[src/rtl/core/xcfp_pkg.sv]
// Shared types and constants for the XOR-checked frame parser.
package xcfp_pkg;

  // Default frame size limit in bytes, overhead included.
  localparam int MAX_FRAME_BYTES_DEF = 64;
  // Bytes of a frame that are not payload: start, sequence, length, id, checksum, end.
  localparam int OVERHEAD_BYTES      = 6;
  // Header bytes ahead of the payload.
  localparam int HDR_BYTES           = 4;
  // Default depth of the queue between front and back.
  localparam int QUEUE_DEPTH_DEF     = 4;

  // Frame byte positions with a fixed meaning in the header.
  localparam logic [8:0] POS_LENGTH = 9'd2;
  localparam logic [8:0] POS_ID     = 9'd3;

  typedef enum logic {
    REC_WORD   = 1'b0,
    REC_STATUS = 1'b1
  } rec_kind_t;

  typedef enum logic [1:0] {
    ST_OK       = 2'd0,
    ST_BAD_END  = 2'd1,
    ST_TOO_LONG = 2'd2,
    ST_BAD_CSUM = 2'd3
  } status_t;

  // Command handed from front to back through the queue.
  typedef struct packed {
    rec_kind_t   kind;
    logic [15:0] word;      // payload word, word commands only
    logic [7:0]  frame_id;
    logic [7:0]  end_byte;  // byte at the end-marker position, status commands only
    logic        too_long;
    logic        csum_ok;
  } cmd_t;

endpackage

[src/rtl/core/xor_checked_frame_parser_top.sv]
// Top level of the XOR-checked byte frame parser.
//
// Takes one frame byte per cycle on the s_ side (s_tuser high marks byte 0 of a
// frame) while the command queue has room. Layout: start, sequence, length L,
// destination id, L payload bytes, XOR checksum of all earlier bytes, end
// marker. Each completed payload pair leaves at once as a big-endian word
// record (m_tuser 0); treat it as provisional. The end-marker byte yields a
// status record (m_tuser 1, m_tlast 1): ok, bad end byte, too long or bad
// checksum, checked in that order; keep or drop the frame's words on it. A
// record reaches m_ through the command queue, written at the accepting edge,
// and then the output register. The front parser and the output stage are
// parted by a QUEUE_DEPTH entry command queue, so s_tready only drops when
// that queue fills under sustained m_tready backpressure. Bytes outside a
// frame are dropped; a new start inside a frame abandons it without status.
// Write end_marker on cfg_ only while the block is idle; cfg_ready is always
// high.
module xor_checked_frame_parser_top #(
  parameter int MAX_FRAME_BYTES = xcfp_pkg::MAX_FRAME_BYTES_DEF,
  parameter int QUEUE_DEPTH     = xcfp_pkg::QUEUE_DEPTH_DEF
) (
  input  logic        clk,
  input  logic        rst,
  // Configuration: end marker byte
  input  logic        cfg_valid,
  output logic        cfg_ready,
  input  logic [7:0]  cfg_data,
  // Byte stream in
  input  logic        s_tvalid,
  output logic        s_tready,
  input  logic [7:0]  s_tdata,   // [7:0] data_byte
  input  logic        s_tuser,   // [0] frame_start
  // Record stream out
  output logic        m_tvalid,
  input  logic        m_tready,
  output logic [31:0] m_tdata,   // [15:0] data_word, [23:16] frame_id, [25:24] status, rest 0
  output logic        m_tuser,   // [0] record_type
  output logic        m_tlast    // last
);

  xcfp_pkg::cmd_t push_cmd, head;
  logic           push, full, pop, avail;
  logic [15:0]    data_word;
  logic [7:0]     frame_id;
  logic [1:0]     status;

  assign cfg_ready = 1'b1;

  // Parse and classify each byte.
  xcfp_front #(
    .MAX_FRAME_BYTES(MAX_FRAME_BYTES)
  ) u_front (
    .clk        (clk),
    .rst        (rst),
    .byte_valid (s_tvalid),
    .data_byte  (s_tdata),
    .frame_start(s_tuser),
    .queue_full (full),
    .byte_ready (s_tready),
    .push       (push),
    .cmd        (push_cmd)
  );

  // Buffer commands so each side can stall on its own.
  xcfp_queue #(
    .DEPTH(QUEUE_DEPTH)
  ) u_queue (
    .clk     (clk),
    .rst     (rst),
    .push    (push),
    .push_cmd(push_cmd),
    .full    (full),
    .pop     (pop),
    .avail   (avail),
    .head    (head)
  );

  // Resolve status and drive the output register.
  xcfp_back u_back (
    .clk        (clk),
    .rst        (rst),
    .cfg_valid  (cfg_valid),
    .cfg_data   (cfg_data),
    .avail      (avail),
    .head       (head),
    .pop        (pop),
    .out_valid  (m_tvalid),
    .out_ready  (m_tready),
    .record_type(m_tuser),
    .data_word  (data_word),
    .frame_id   (frame_id),
    .status     (status),
    .last       (m_tlast)
  );

  assign m_tdata = {6'd0, status, frame_id, data_word};

endmodule

[src/rtl/core/xcfp_front.sv]
// Front end: tracks frame position and checksum, emits word and status commands.
module xcfp_front #(
  parameter int MAX_FRAME_BYTES = xcfp_pkg::MAX_FRAME_BYTES_DEF
) (
  input  logic           clk,
  input  logic           rst,
  input  logic           byte_valid,
  input  logic [7:0]     data_byte,
  input  logic           frame_start,
  input  logic           queue_full,
  output logic           byte_ready,
  output logic           push,
  output xcfp_pkg::cmd_t cmd
);

  localparam logic [8:0] MAX_PAYLOAD =
    9'(MAX_FRAME_BYTES - xcfp_pkg::OVERHEAD_BYTES);
  localparam logic [8:0] HDR = 9'(xcfp_pkg::HDR_BYTES);

  logic       in_frame, in_frame_next;
  logic [8:0] byte_position, byte_position_next;
  logic [7:0] payload_length, payload_length_next;
  logic [7:0] frame_id_reg, frame_id_reg_next;
  logic [7:0] xor_accumulator, xor_accumulator_next;
  logic [7:0] received_checksum, received_checksum_next;
  logic [7:0] high_byte_hold, high_byte_hold_next;

  logic       take;
  logic [8:0] chk_pos;

  assign byte_ready = !queue_full;
  assign take       = byte_valid && byte_ready;
  assign chk_pos    = {1'b0, payload_length} + HDR;

  always_comb begin
    in_frame_next          = in_frame;
    byte_position_next     = byte_position;
    payload_length_next    = payload_length;
    frame_id_reg_next      = frame_id_reg;
    xor_accumulator_next   = xor_accumulator;
    received_checksum_next = received_checksum;
    high_byte_hold_next    = high_byte_hold;
    push                   = 1'b0;
    cmd.kind               = xcfp_pkg::REC_WORD;
    cmd.word               = {high_byte_hold, data_byte};
    cmd.frame_id           = frame_id_reg;
    cmd.end_byte           = data_byte;
    cmd.too_long           = ({1'b0, payload_length} > MAX_PAYLOAD);
    cmd.csum_ok            = (xor_accumulator == received_checksum);
    if (take) begin
      if (frame_start) begin
        in_frame_next          = 1'b1;
        byte_position_next     = 9'd1;
        payload_length_next    = '0;
        frame_id_reg_next      = '0;
        received_checksum_next = '0;
        high_byte_hold_next    = '0;
        xor_accumulator_next   = data_byte;
      end else if (in_frame) begin
        if (byte_position < HDR) begin
          xor_accumulator_next = xor_accumulator ^ data_byte;
          if (byte_position == xcfp_pkg::POS_LENGTH) begin
            payload_length_next = data_byte;
          end else if (byte_position == xcfp_pkg::POS_ID) begin
            frame_id_reg_next = data_byte;
          end
          byte_position_next = byte_position + 9'd1;
        end else if (byte_position < chk_pos) begin
          xor_accumulator_next = xor_accumulator ^ data_byte;
          byte_position_next   = byte_position + 9'd1;
          // Header length is even, so position parity gives payload pair half.
          if (!byte_position[0]) begin
            high_byte_hold_next = data_byte;
          end else begin
            push = 1'b1;
          end
        end else if (byte_position == chk_pos) begin
          received_checksum_next = data_byte;
          byte_position_next     = byte_position + 9'd1;
        end else begin
          push               = 1'b1;
          cmd.kind           = xcfp_pkg::REC_STATUS;
          in_frame_next      = 1'b0;
          byte_position_next = '0;
        end
      end
    end
  end

  always_ff @(posedge clk) begin
    if (rst) begin
      in_frame          <= 1'b0;
      byte_position     <= '0;
      payload_length    <= '0;
      frame_id_reg      <= '0;
      xor_accumulator   <= '0;
      received_checksum <= '0;
      high_byte_hold    <= '0;
    end else begin
      in_frame          <= in_frame_next;
      byte_position     <= byte_position_next;
      payload_length    <= payload_length_next;
      frame_id_reg      <= frame_id_reg_next;
      xor_accumulator   <= xor_accumulator_next;
      received_checksum <= received_checksum_next;
      high_byte_hold    <= high_byte_hold_next;
    end
  end

  // A status command closes the frame.
  a_status_closes: assert property (@(posedge clk) disable iff (rst)
    (push && cmd.kind == xcfp_pkg::REC_STATUS) |=> !in_frame)
    else $error("frame still open after status");

endmodule

[src/rtl/core/xcfp_queue.sv]
// Short command queue between front and back.
module xcfp_queue #(
  parameter int DEPTH = xcfp_pkg::QUEUE_DEPTH_DEF
) (
  input  logic           clk,
  input  logic           rst,
  input  logic           push,
  input  xcfp_pkg::cmd_t push_cmd,
  output logic           full,
  input  logic           pop,
  output logic           avail,
  output xcfp_pkg::cmd_t head
);

  localparam int PW = (DEPTH > 1) ? $clog2(DEPTH) : 1;
  localparam int CW = $clog2(DEPTH + 1);
  localparam logic [PW-1:0] LAST_IDX = PW'(DEPTH - 1);

  xcfp_pkg::cmd_t entries [DEPTH];
  logic [PW-1:0]  wr_ptr, rd_ptr;
  logic [CW-1:0]  count;
  logic           do_push, do_pop;

  assign full    = (count == CW'(DEPTH));
  assign avail   = (count != '0);
  assign head    = entries[rd_ptr];
  assign do_push = push && !full;
  assign do_pop  = pop && avail;

  always_ff @(posedge clk) begin
    if (do_push) begin
      entries[wr_ptr] <= push_cmd;
    end
  end

  always_ff @(posedge clk) begin
    if (rst) begin
      wr_ptr <= '0;
      rd_ptr <= '0;
      count  <= '0;
    end else begin
      if (do_push) begin
        wr_ptr <= (wr_ptr == LAST_IDX) ? '0 : wr_ptr + PW'(1);
      end
      if (do_pop) begin
        rd_ptr <= (rd_ptr == LAST_IDX) ? '0 : rd_ptr + PW'(1);
      end
      if (do_push && !do_pop) begin
        count <= count + CW'(1);
      end else if (do_pop && !do_push) begin
        count <= count - CW'(1);
      end
    end
  end

  a_count_bound: assert property (@(posedge clk) disable iff (rst)
    count <= CW'(DEPTH))
    else $error("queue count beyond depth");

  a_no_drop: assert property (@(posedge clk) disable iff (rst)
    push |-> !full)
    else $error("command pushed into a full queue");

endmodule

[src/rtl/core/xcfp_back.sv]
// Back end: resolves frame status and holds the output record.
module xcfp_back (
  input  logic           clk,
  input  logic           rst,
  input  logic           cfg_valid,
  input  logic [7:0]     cfg_data,
  input  logic           avail,
  input  xcfp_pkg::cmd_t head,
  output logic           pop,
  output logic           out_valid,
  input  logic           out_ready,
  output logic           record_type,
  output logic [15:0]    data_word,
  output logic [7:0]     frame_id,
  output logic [1:0]     status,
  output logic           last
);

  logic [7:0]        end_marker_reg;
  xcfp_pkg::status_t stat;
  logic              is_status;

  always_ff @(posedge clk) begin
    if (rst) begin
      end_marker_reg <= '0;
    end else if (cfg_valid) begin
      end_marker_reg <= cfg_data;
    end
  end

  assign is_status = (head.kind == xcfp_pkg::REC_STATUS);
  assign pop       = avail && (!out_valid || out_ready);

  // End byte first, then length, then checksum.
  always_comb begin
    priority if (head.end_byte != end_marker_reg) begin
      stat = xcfp_pkg::ST_BAD_END;
    end else if (head.too_long) begin
      stat = xcfp_pkg::ST_TOO_LONG;
    end else if (!head.csum_ok) begin
      stat = xcfp_pkg::ST_BAD_CSUM;
    end else begin
      stat = xcfp_pkg::ST_OK;
    end
  end

  always_ff @(posedge clk) begin
    if (rst) begin
      out_valid <= 1'b0;
    end else if (pop) begin
      out_valid <= 1'b1;
    end else if (out_ready) begin
      out_valid <= 1'b0;
    end
  end

  always_ff @(posedge clk) begin
    if (pop) begin
      record_type <= head.kind;
      data_word   <= is_status ? 16'd0 : head.word;
      frame_id    <= head.frame_id;
      status      <= is_status ? stat : xcfp_pkg::ST_OK;
      last        <= is_status;
    end
  end

  a_word_clean: assert property (@(posedge clk) disable iff (rst)
    (out_valid && record_type == xcfp_pkg::REC_WORD) |-> (status == xcfp_pkg::ST_OK && !last))
    else $error("word record carries status bits");

  a_status_last: assert property (@(posedge clk) disable iff (rst)
    (out_valid && record_type == xcfp_pkg::REC_STATUS) |-> (last && data_word == 16'd0))
    else $error("status record malformed");

endmodule
[config.mk]
export PLATFORM = sky130hd
export DESIGN_NAME = xor_checked_frame_parser_top
export DESIGN_NICKNAME = d
export VERILOG_FILES = /design/src/rtl/core/xcfp_pkg.sv /design/src/rtl/core/xor_checked_frame_parser_top.sv /design/src/rtl/core/xcfp_front.sv /design/src/rtl/core/xcfp_queue.sv /design/src/rtl/core/xcfp_back.sv
export SDC_FILE = /design/constraint.sdc
export NUM_CORES = 1
export LEC_CHECK = 0
export ABC_AREA = 1
export BUFFER_PORTS_ARGS = -buffer_cell sky130_fd_sc_hd__buf_2
export CAP_MARGIN = 20
export CORE_ASPECT_RATIO = 0.9
export CORE_MARGIN = 2
export CORE_UTILIZATION = 45
export CTS_BUF_LIST = sky130_fd_sc_hd__clkbuf_2
export DETAILED_ROUTE_END_ITERATION = 16
export SKIP_LAST_GASP = 1
export SLEW_MARGIN = 10
export SYNTH_ARGS = -nofsm -noshare
export SYNTH_HDL_FRONTEND = slang
export SYNTH_HIERARCHICAL = 1
export SYNTH_SLANG_ARGS = --single-unit
[constraint.sdc]
create_clock -name clk -period 5.33 [get_ports clk]
set_input_delay 1.066 -clock clk [delete_from_list [all_inputs] [get_ports clk]]
set_output_delay 1.066 -clock clk [all_outputs]
set_load 0.005 [all_outputs]
Word-level counts from Yosys, hierarchy flattened

Memory sizes are Yosys's and may differ from the RTL's. A register that Yosys moved wholly into a read port is not among the register bits.
Cells that the tools add are included.

Multiplexer cells: 58
Bitwise logic cells: 2
Order comparisons: 3
Reductions and logical operators: 28
Equality and inequality tests: 12
Add/subtract/negate cells: 6

Operator list:

| cell                | count |
|---|---|
| $mux 8              | 23 |
| $mux 9              | 5 |
| $mux 1              | 22 |
| $eq 9x2->1 const B  | 2 |
| $reduce_bool 2->1   | 8 |
| $reduce_and 5->1    | 3 |
| $mux 2              | 6 |
| $add 8x3->9 const B | 1 |
| $add 9x1->9 const B | 1 |
| $eq 9x9->1          | 1 |
| $lt 9x3->1 const B  | 1 |
| $lt 9x9->1          | 1 |
| $eq 8x8->1          | 1 |
| $gt 8x6->1 const B  | 1 |
| $ne 2x2->1 const B  | 4 |
| $ne 8x8->1          | 1 |
| $xor 8x8->8         | 1 |
| $logic_and 1x1->1   | 6 |
| $mux 3              | 2 |
| $reduce_bool 3->1   | 2 |
| $add 2x1->2 const B | 2 |
| $eq 2x2->1 const B  | 2 |
| $logic_not 1->1     | 4 |
| $reduce_and 4->1    | 1 |
| other kinds (8)     | 8 |

Input bits: 22
Bits in writable memories: 140
Word-level logic and storage cells: 127
Register bits after elaboration: 93
Memories kept: 1

Memories:

| name            | words | bits a word | rd ports | clocked after Yosys merged registers in | write ports | line             | source |
|---|---|---|---|---|---|---|---|
| u_queue.entries | 4     | 35          | 1        | 1                                       | 1           | xcfp_queue.sv:19 | `xcfp_pkg::cmd_t entries [DEPTH];` |

Depth between registers and ports, before layout

Gate-level depths: netlist (run 1).

Depth in word-level cells: 13
Depth in mapped cells: 22

Modules after synthesis

Netlist (run 1), hierarchy kept.

By module, submodules not included:

| module                       | times used | cells an instance | seq. area each (sq um) | area each (sq um) |
|---|---|---|---|---|
| xcfp_queue                   | 1          | 408               | 4384.2                 | 5675.4 |
| xcfp_front                   | 1          | 438               | 1001.0                 | 3011.6 |
| xcfp_back                    | 1          | 134               | 991.0                  | 1450.1 |
| xor_checked_frame_parser_top | 1          | 9                 | 0.0                    | 60.1 |

Worst setup path after synthesis (run 1)

OpenSTA, ideal clock, no wires.

Path kind: reg-to-reg
Start point: reg u_front.payload_length[2]
End point: mem u_queue/entries[0][0] in the netlist's numbering (enable)
Clock period less this slack: 4.102 ns
Arrival time: 3.675 ns
Slack: 1.228 ns
Stages on the path, launching flop included: 14
Setup time: 0.427 ns
Data required time: 4.903 ns
Cells stage by stage: dfxtp_1 ha_1 inv_1 nor2_1 nand3_1 ha_1 nand2_1 nor2_1 nand3_1 nand4_1 nand2_1 a211oi_1 nand2_1 nor2_1

Longest elaborated chain between the ends: 11

RTL lines:

| what                                                               | line                               | source |
|---|---|---|
| start: declaration                                                 | xcfp_front.sv:22                   | `logic [7:0] payload_length, payload_length_next;` |
| start signal: assignment                                           | xcfp_front.sv:102                  | `payload_length <= payload_length_next;` |
| $add 8x3->9 *                                                      | xcfp_front.sv:33                   | `assign chk_pos = {1'b0, payload_length} + HDR;` |
| parallel branches: the longest is 2 deep, another holds $lt 9x9->1 | --                                 |  |
| $mux 1 *                                                           | xcfp_front.sv:68                   | `end else if (byte_position < chk_pos) begin` |
| $mux 1 *                                                           | xcfp_front.sv:60                   | `if (byte_position < HDR) begin` |
| $mux 1 *                                                           | xcfp_front.sv:59                   | `end else if (in_frame) begin` |
| $mux 1 *                                                           | xcfp_front.sv:51                   | `if (frame_start) begin` |
| $mux 1 *                                                           | xcfp_front.sv:50                   | `if (take) begin` |
| via push                                                           | xor_checked_frame_parser_top.sv:41 | `logic push, full, pop, avail;` |
| $logic_and 1x1->1 *                                                | xcfp_queue.sv:27                   | `assign do_push = push && !full;` |
| $mux 1 *                                                           | xcfp_queue.sv:31                   | `if (do_push) begin` |
| $mux 1 (not written as such) *                                     | xcfp_queue.sv:32                   | `entries[wr_ptr] <= push_cmd;` |
| end: declaration                                                   | xcfp_queue.sv:19                   |  |

Mark *: on every way through the listed nets, which the timed path passes.

Final worst setup path (run 1)

Start point: reg u_front.payload_length[2]
End point: mem u_queue/entries[1][29] in the netlist's numbering (enable)

The elaborated chain is that of the path after synthesis.

==> results of run 1 <==
==> layout by cell type (no fill, tap or decap), types with 26 or more instances in the layout <==
cell      count
edfxtp_1    167
nor2_1      163
nand2_1     130
inv_1        91
clkbuf_2     87
o21ai_0      74
dfxtp_1      67
buf_2        51
a21oi_1      41
o22ai_1      34
o21ai_1      27
nand3_1      26
==> cells by family after synthesis <==
family,Yosys count
AND/OR/NAND/NOR,361
flip-flops,235
AO/OA/AOI/OAI,183
buffers and inverters,163
XOR/XNOR,25
adder cells (fa/ha/maj),20
other,2
==> final timing paths <==
kind | cells past startpoint | endpoint | from | slack [ps]
max reg2reg | 14 | u_queue/entries[1][29] | u_front/payload_length[2] | 1440
max | 14 | u_queue/entries[1][29] | u_front/payload_length[2] | 1440
min | 3 | u_back/end_marker_reg[0] | cfg_data[0] | 470
min reg2reg | 2 | u_back/end_marker_reg[4] | u_back/end_marker_reg[4] | 480
==> tightest hold or removal path, cell delays in order <==
cell and delay (ps):
buf_2 90, nand2_1 40, a21oi_1 50
==> layout make-up <==
type	count	area, um^2	area share (%)
antenna	1	2.50	0.0226
clock buffer	87	435	3.94
inverter	102	388	3.51
clock inverter	17	75.1	0.679
multi-input combinational	596	3090	27.9
timing repair buffer	60	323	2.92
sequential	235	6380	57.7
tap	297	372	3.36
==> metal layers <==
| metal | up-vias | share of wire, % | wire length (um) | global-route usage [%] |
|---|---|---|---|---|
| met4 | 0 | 2.0 | 416 | 6.77 |
| met1 | 3176 | 46 | 9780 | 24.8 |
| met3 | 37 | 5.0 | 1050 | 3.36 |
| met2 | 164 | 47 | 9810 | 28.2 |
| li1 | 3466 | - | - | - |
| met5 | - | 0 | 0 | 0 |
==> stage by stage <==
step	util [%]	setup WS [ps]	hold slack, ps	area, um^2
floorplan	-	1230	452	10200
global placement	47.1	1510	462	10500
detailed placement	47.1	1430	467	10500
CTS	49.4	1380	378	11100
global route	49.4	958	407	11100
finish	49.4	1440	473	11100
==> report_power, final <==
group / switching [mW] / internal (mW) / total [mW] / leakage, nW
clock: 0.705 / 0.438 / 1.14 / 0.397
combinational: 0.0992 / 0.0498 / 0.149 / 1.91
sequential: 0.0252 / 1.97 / 2.00 / 2.07
==> run summary, run 1 <==
Worst-Margin Slew - 1000 ps
CTS H-tree lvls - 2
Tot GR Track Use - 17.9%
period utilisation layout - 73.0%
Fillers - 2127
Hold-fix buffers, CTS - 0
synth top area cells - edfxtp_1, dfxtp_1, nor2_1
Fin. Hold Viols - 0
CTS buffer count - 58
Pre-antenna DRT Iters - 5
WP data arrival - 4390 ps
HP Class - in2reg
fin cells - 1395
DR vias/cell - 4.91
P&R area growth vs syn - 8.44%
Synth top area share - 49.2%
EDFF count, synth - 167
Root Buffer - clkbuf_2
placed instance count - 1290
CTS resizes - 0
wire per inst - 15.1 um
width of the chip - 163 um
initial antenna violation count - 1
clk buf depth - 3
ratio of cells with drive above 1 in the final layout - 17.7%
HPWL after DPL - 13100 um
CP required - 5830 ps
total of max-cap violations - 0
outcome - completed
leak pwr - 4.37 nW
Slew Limit Headroom - 32.9%
CTS tree - yes
worst setup path category - reg2reg
pin count of the biggest net entering global routing - 71
worst-skew pair later-pin latency - 840 ps
setup TNS - 0 ps
die height - 147 um
CTS sink cnt - 235
Final Max Slew Viols - 0
Worst-path clk slew - 110 ps
DRC violations left - 0
RePlAce Congestion - 0.805
initial DRC count - 545
crit-path cells - ha_1 > inv_1 > nor2_1 > nand3_1 > ha_1 > nand2_1 > nor2_1 > nand3_1 > nand4_1 > nand2_1 > a211oi_1 > nand2_1 > nor2_4 > buf_4
largest family of logic cells by synthesized area - simple AND/OR/NAND/NOR gates
Layout Nets - 1095
final WL - 21100 um
Reg with most FFs - u_queue/entries
post-synthesis mux area share - 0%
Largest register FFs - 140
RSZ-0062 raised after global routing - no
Mapped Area - 0.0102 mm^2
Critical Path Sink Type - register
Synth Area in Compound Gates - 9.69%
DRT antenna net count - 0
highest clock rate - 257 MHz
asr flop ratio synth - 0%
Top FF cell, synth - edfxtp_1
delay-heaviest family, CP - simple AND/OR/NAND/NOR gates
Seq cells post-synth - 235
Core Region - 0.0224 mm^2
Peak VDD IR - 0.119 mV
total gr overflow - 0
Adder-Cell Fraction of Synth Area - 2.53%
Power Total - 3.29 mW
Worst path slowest cell - nor2_4
initial core utilization - 45.6%
Post-Syn Area per Cell - 10.3 um^2
cells after synthesis - 989
clk_skew - 64.3 ps
xor and xnor area share after synthesis - 2.15%
PortBufs - 51
post-CTS repair timing setup buffer count - 0
sum of buffers and inverters on the critical path - 2
Synth cell types - 39
pwr dens - 298 mW/mm^2
top flop regs - u_queue/entries: 140 flops, u_back/data_word: 16 flops, u_front/byte_position: 9 flops
vias in the first global route - 6472
sequential fraction of the synthesis area - 62.5%
first-pass GRT wire length - 33500 um
CP peak stage delay - 610 ps
Final setup viols - 0
yosys warns - 6
CP Max Fanout - 20
crit start category - register
die area - 0.0239 mm^2
Tmin final - 3890 ps
routed via count - 6843
post-synth top area cell - edfxtp_1
Simple-Gate Fraction of Synth Area - 15.2%
most frequent cell on the critical path - nand2_1
FP Rows - 52
Commonest cells post-synth - edfxtp_1, nor2_1, nand2_1
I/O pin total - 59
Power figures use the tool's default switching activity.
==> run 2: changes to the inputs <==
==> constraint.sdc (replaced) <==
create_clock -name clk -period 3.3 [get_ports clk]
set_input_delay 0.66 -clock clk [delete_from_list [all_inputs] [get_ports clk]]
set_output_delay 0.66 -clock clk [all_outputs]
set_load 0.005 [all_outputs]
==> run summary, run 2 (synthesis gave the netlist of run 1 again) <==
DR vias/cell - 4.86
Hold EP - u_back/end_marker_reg[4]
Tmin final - 3110 ps
worst-skew pair later-pin latency - 860 ps
Final setup viols - 0
outcome - completed
Root Buffer - clkbuf_2
clk buf depth - 3
CP Max Fanout - 3
delay-heaviest family, CP - adder cells
pwr dens - 487 mW/mm^2
sum of buffers and inverters on the critical path - 8
Fin. Hold Viols - 0
grt met2 use - 29.4%
Final Max Slew Viols - 0
initial core utilization - 45.6%
Critical Path Sink Type - register
RePlAce Congestion - 0.831
P&R area growth vs syn - 11.4%
FP Rows - 52
die height - 147 um
Pre-antenna DRT Iters - 5
initial antenna violation count - 1
worst setup path category - reg2reg
CTS tree - yes
HP Class - in2reg
crit-path cells - ha_1 > buf_4 > xnor2_1 > ha_1 > nand2_1 > inv_2 > nand2_1 > nand2_1 > nand2_2 > buf_4 > nand3_2 > a211oi_2 > buf_4 > nand2_1 > inv_1 > ha_2 > inv_1 > fa_2 > inv_1 > nand2_1 > nand3_1 > nand2_1 > inv_1 > nor2_1
DRC violations left - 0
WP data arrival - 3850 ps
wire per inst - 15.2 um
Reg with most FFs - u_queue/entries
highest clock rate - 321 MHz
R2R Setup Slk - 190 ps
Worst-path clk slew - 110 ps
vias in the first global route - 6664
Largest register FFs - 140
CP required - 4040 ps
CTS sink cnt - 235
Tot GR Track Use - 18.3%
pin count of the biggest net entering global routing - 71
PortBufs - 51
GR Util met3 - 3.59%
cell depth of the worst flop-to-flop path - 24
width of the chip - 163 um
gr busiest metal - met2
most frequent cell on the critical path - nand2_1
DRT antenna net count - 0
WHS Path Cells - 3
first-pass GRT wire length - 34300 um
Worst path slowest cell - dfxtp_2
ratio of cells with drive above 1 in the final layout - 20.4%
CP peak stage delay - 330 ps
Core Region - 0.0224 mm^2
clk_skew - 81.7 ps
fin util - 50.8%
HP Start - cfg_data[4]
r2r endpoint - u_queue/count[2]
final WL - 21500 um
setup TNS - 0 ps
leak pwr - 4.52 nW
I/O pin total - 59
crit start category - register
period utilisation layout - 94.4%
initial DRC count - 505
die area - 0.0239 mm^2
routed via count - 6888
top flop regs - u_queue/entries: 140 flops, u_back/data_word: 16 flops, u_front/byte_position: 9 flops
Worst-Margin Slew - 813 ps
total gr overflow - 0
met1 usage - 25.1%
CTS buffer count - 56
most common cell after layout, fill and taps aside - edfxtp_1
CTS H-tree lvls - 2
total of max-cap violations - 0
Peak VDD IR - 0.209 mV
Slew Limit Headroom - 45.3%
RR Startpoint - u_front/payload_length[2]
Layout Nets - 1113
Fillers - 2086
HPWL after DPL - 13400 um
most frequent cells in the layout - edfxtp_1, nor2_1, nand2_1
Worst path depth - 24
Power Total - 5.53 mW
==> run 2: area by class of cell <==
type	instances	area [um^2]	area share [%]
multi-input combinational	596	3100	27.3
timing repair buffer	80	538	4.74
antenna	1	2.50	0.0220
clock buffer	94	470	4.14
tap	297	372	3.27
inverter	102	388	3.41
sequential	235	6380	56.2
clock inverter	12	108	0.947
==> run 2: timing repair <==
item	4_1_cts	5_1_grt
hold buffers	1	0
endpoints found under the hold margin	1	0
resized for setup	0	10
endpoints found under the setup margin	0	2
buffers inserted	0	1
==> run 2: tightest hold or removal path: stages <==
cell and delay, ps:
buf_2 80, nor2_1 40, a211oi_2 140
==> run 2: power breakdown <==
group	internal, mW	switching (mW)
registers	3.19	0.0395
clock network	0.906	1.14
logic	0.0886	0.167
==> run 2: worst max-delay path by stage <==
stage                                         start                     to
after floorplan           u_front/payload_length[2]  u_queue/entries[0][0]
after global placement    u_front/payload_length[2]       u_queue/count[2]
after detailed placement  u_front/payload_length[2]       u_queue/count[2]
after CTS                 u_front/payload_length[2]       u_queue/count[2]
after global routing      u_front/payload_length[2]       u_queue/count[2]
final                     u_front/payload_length[2]       u_queue/count[2]
==> run 2: metal layers <==
layer	vias up	wire, um
met5	-	0
met4	0	263
met3	26	975
met2	128	10100
met1	3227	10200
li1	3507	-
==> run 2: through the flow <==
| stage | area, um^2 | hold WS [ps] | setup WS, ps | cells |
|---|---|---|---|---|
| 6_report | 11400 | 98.9 | 185 | 1417 |
| 5_1_grt | 11400 | 24.6 | -30.2 | 1417 |
| 4_1_cts | 11300 | 15.0 | 109 | 1415 |
| 3_5_place_dp | 10700 | 465 | 120 | 1308 |
| 3_3_place_gp | 10700 | 460 | 181 | 1308 |
| 2_1_floorplan | 10200 | 452 | -275 | 994 |
